## config.mk

```make
export PLATFORM = sky130hd
export DESIGN_NAME = bba_word_scan
export DESIGN_NICKNAME = d
export VERILOG_FILES = /design/src/hdl/bba_pkg.sv /design/src/hdl/bba_word_scan.sv
export SDC_FILE = /design/constraint.sdc
export NUM_CORES = 1
export LEC_CHECK = 0
export ABC_AREA = 1
export ABC_CLOCK_PERIOD_IN_PS = 3200
export BUFFER_PORTS_ARGS = -buffer_cell sky130_fd_sc_hd__clkbuf_2
export CAP_MARGIN = 20
export CORE_MARGIN = 5
export CORE_UTILIZATION = 49
export DETAILED_ROUTE_END_ITERATION = 10
export GPL_TIMING_DRIVEN = 1
export PLACE_DENSITY = 0.78
export SLEW_MARGIN = 15
export SYNTH_ARGS = -nofsm -noshare
export SYNTH_HDL_FRONTEND = slang
export SYNTH_SLANG_ARGS = --single-unit
```

## constraint.sdc

```tcl
create_clock -name vclk -period 3.2
set_input_delay 0.16 -clock vclk [all_inputs]
set_output_delay 0.16 -clock vclk [all_outputs]
set_load 0.02 [all_outputs]
```

## src/hdl/bba_pkg.sv

```systemverilog
// package for the bitmap block allocator
// sizes, request and status codes, memory request and word search types
// no dependencies
package bba_pkg;

  localparam int unsigned NUM_BLOCKS = 65536;
  localparam int unsigned WORD_BITS  = 32;
  localparam int unsigned MAX_TOTAL  = 65536;
  localparam int unsigned MAP_WORDS  = (NUM_BLOCKS + WORD_BITS - 1) / WORD_BITS;
  localparam int unsigned WORD_AW    = $clog2(MAP_WORDS);
  localparam int unsigned BIT_AW     = $clog2(WORD_BITS);
  localparam int unsigned SCAN_W     = WORD_AW + 1;
  localparam int unsigned CNT_W      = 17;
  localparam int unsigned BLK_W      = 16;
  localparam int unsigned EFF_MAX    = (NUM_BLOCKS < MAX_TOTAL) ? NUM_BLOCKS : MAX_TOTAL;

  typedef logic [WORD_BITS-1:0] word_t;
  typedef logic [CNT_W-1:0]     cnt_t;

  localparam logic [1:0] MODE_ALLOC = 2'd0;
  localparam logic [1:0] MODE_FREE  = 2'd1;
  localparam logic [1:0] MODE_TEST  = 2'd2;

  typedef enum logic [1:0] {
    ST_OK      = 2'd0,
    ST_NO_FREE = 2'd1,
    ST_RANGE   = 2'd2
  } status_e;

  typedef struct packed {
    logic               rd_en;
    logic [WORD_AW-1:0] rd_addr;
    logic               wr_en;
    logic [WORD_AW-1:0] wr_addr;
    word_t              wr_data;
  } ram_req_t;

  typedef struct packed {
    logic              in_range;
    logic              found;
    logic [BIT_AW-1:0] idx;
  } scan_res_t;

endpackage

```

## src/hdl/bba_word_scan.sv

```systemverilog
// first clear bit search in one bitmap word
// bits at or above the managed block count count as used
// depends on bba_pkg
module bba_word_scan (
  input  bba_pkg::word_t     word_i,
  input  bba_pkg::cnt_t      base_i,
  input  bba_pkg::cnt_t      total_i,
  output bba_pkg::scan_res_t res_o
);
  import bba_pkg::*;

  cnt_t  rem;
  word_t avail;

  assign rem = total_i - base_i;

  always_comb begin
    for (int i = 0; i < WORD_BITS; i++) begin
      avail[i] = ~word_i[i] & (CNT_W'(i) < rem);
    end
  end

  always_comb begin
    res_o.in_range = (base_i < total_i);
    res_o.found    = res_o.in_range & (|avail);
    res_o.idx      = '0;
    for (int i = WORD_BITS - 1; i >= 0; i--) begin
      if (avail[i]) begin
        res_o.idx = BIT_AW'(i);
      end
    end
  end

endmodule

```

==> out/results.tsv <==
metric	value	unit
Seq/Total Area, Yosys	0	%
Slew HR	67.0	%
num rows	24	
initial antenna violation count	0	
CP top delay family	simple AND/OR/NAND/NOR gates	
die area	0.00587	mm2
most numerous cell in the Yosys netlist	nand2_1	
non-filler cells in the finished layout	664	
largest cells by area after synthesis	nand2_1 33%, inv_1 17%, ha_1 9.8%	
Final min period	3.90	ns
Remaining DRCs	0	
Routed WL per cell	12.7	um
initial core utilization	50.3	%
power per cell area	181	mW/mm2
CP arrival	3.74	ns
hpwl dp	6.16	mm
port bufs	73	
Core Util, Final	82.2	%
Hold Path Depth	6	
maxcap violations	0	
Req. time, crit path	3.04	ns
most frequent CP cell	nand2_1	
Worst Hold End	res_o[0]	
Die W	76.6	um
layout cells sized above 1	40.5	%
hold_buf cts	0	
Fillers	308	
Layout clock buffers	0	
gr usage total	24.1	%
Core ar.	0.00432	mm2
TritonRoute pass-1 iters	5	
synth warn	0	
Pleak	2.18	nW
post-synth cell types	37	
Syn Inst Count	461	
Worst Setup Path Type	input pin to output port	
Die Span Y	76.6	um
XOR/XNOR share of the synthesized area	1.21	%
final setup TNS	-2.64	ns
Bufs and invs on worst path	4	
gpl congestion	0.854	
vias in the first global route	3009	
setup violators final	6	
CP Launch Type	input pin	
CP max stage delay	0.36	ns
Tcrit/Tclk final	122	%
DRT Wirelength	8.44	mm
seq_cells	0	
Critical Path Fanout Max	7	
Antenna Nets Post-Route	0	
Cells after DPL	656	
Synth Area in Simple Gates	57.4	%
Total Power	0.000645	W
fmax	256	MHz
class of the worst hold path	input pin to output port	
endpoint class of the critical path	output port	
Least-Margin Pin Slew	0.490	ns
total grt overflow	0	
Syn Nets	545	
largest family of logic cells by synthesized area	simple AND/OR/NAND/NOR gates	
placed cell areas	0.00315	mm2
via count	3446	
number of nets in the layout	698	
final instance area	0.00356	mm2
failing checks	negative setup slack	
Synth Area per Inst	4.72	um2
adder-cell share of the synthesized area	10.7	%
Slew Viols, Final	0	
Synth Area in Compound Gates	11.4	%
hold_sp	word_i[0]	
Synth top cells by count	189 x nand2_1, 101 x inv_1, 43 x nor2_1	
final hold vios	0	
setup ws final	-0.699	ns
slowest CP cell	ha_1	
status	complete, but fails checks	
mux contribution to synthesized area	0	%
# IOs	73	
biggest area consumer among synthesized cells	nand2_1	
n_diodes	0	
1st-iter DRT viols	316	
cell area after synthesis	0.00218	mm2
synthesis-to-finish area growth	63.4	%
top cell type's share of synthesized area	32.6	%
RSZ-0062 raised after global routing	true	
Max IR drop VDD	0.104	mV
Vias per Instance	5.19	
first-pass GRT wire length	12.6	mm
FF+latch area	0	um2
largest net degree at the start of global routing	12	
[worst max-delay path by stage]
stage	end	cells past startpoint	slack [ns]	startpoint
floorplan	res_o[0]	44	-0.1	total_i[0]
global placement	res_o[0]	45	-0.47	total_i[0]
detailed placement	res_o[0]	45	-0.62	total_i[0]
CTS	res_o[0]	46	-0.48	total_i[0]
global route	res_o[0]	42	-1.08	base_i[8]
finish	res_o[0]	42	-0.70	base_i[9]
[metrics by stage]
step | hold slack, ns | setup slack (ns)
after detailed placement | 0.797 | -0.617
after global routing | 0.806 | -1.08
after floorplan | 0.526 | -0.0994
after CTS | 0.791 | -0.482
after global placement | 0.793 | -0.475
final | 0.791 | -0.699
[layout make-up]
type	count	area [um2]	area share, %
Multi-Input combinational cell	353	2080	58.6
Timing Repair Buffer	153	1000	28.2
Inverter	106	405	11.4
Tap cell	52	65.1	1.83
[layout by cell type, fill, tap and decap left out, types with 3 or more instances in the layout]
cell type  count
a21oi_1       13
clkbuf_2      67
buf_6          4
nand3_1       20
nor2_2        13
or2_2          3
ha_4           7
nand3b_1       3
and2_1         3
nor2_1        28
a21oi_2        4
nand2_2       32
nor2_4         8
a31oi_1        3
buf_4         80
o21ai_0        3
ha_1          10
inv_2          6
nand4_1        7
nand3_2        6
nand2_1      159
nor3_1         3
inv_1         98
o21bai_1       3
[timing repair]
action,4_1_cts,5_1_grt
resized for setup,37,57
pin swaps,28,35
gates cloned,0,0
buffers inserted,4,4
setup endpoints to repair,6,6
[layer usage]
layer	wire [um]	GRT usage, %	vias to the layer above
li1	-	-	1710
met1	3390	31.7	1501
met2	4100	43.2	194
met3	659	2.25	41
met4	295	2.97	0
met5	0	0	-
[logic make-up after synthesis]
kind of cell | Yosys count
AO/OA/AOI/OAI | 39
XOR/XNOR | 3
adder cells (fa/ha/maj) | 18
buffers and inverters | 108
AND/OR/NAND/NOR | 293
[report_power, final]
group | internal, W | switching [W] | total, W
Combinational | 0.000280 | 0.000364 | 0.000645
Sequential | 0 | 0 | 0
Clock | 0 | 0 | 0
Power figures use the tool's default switching activity.
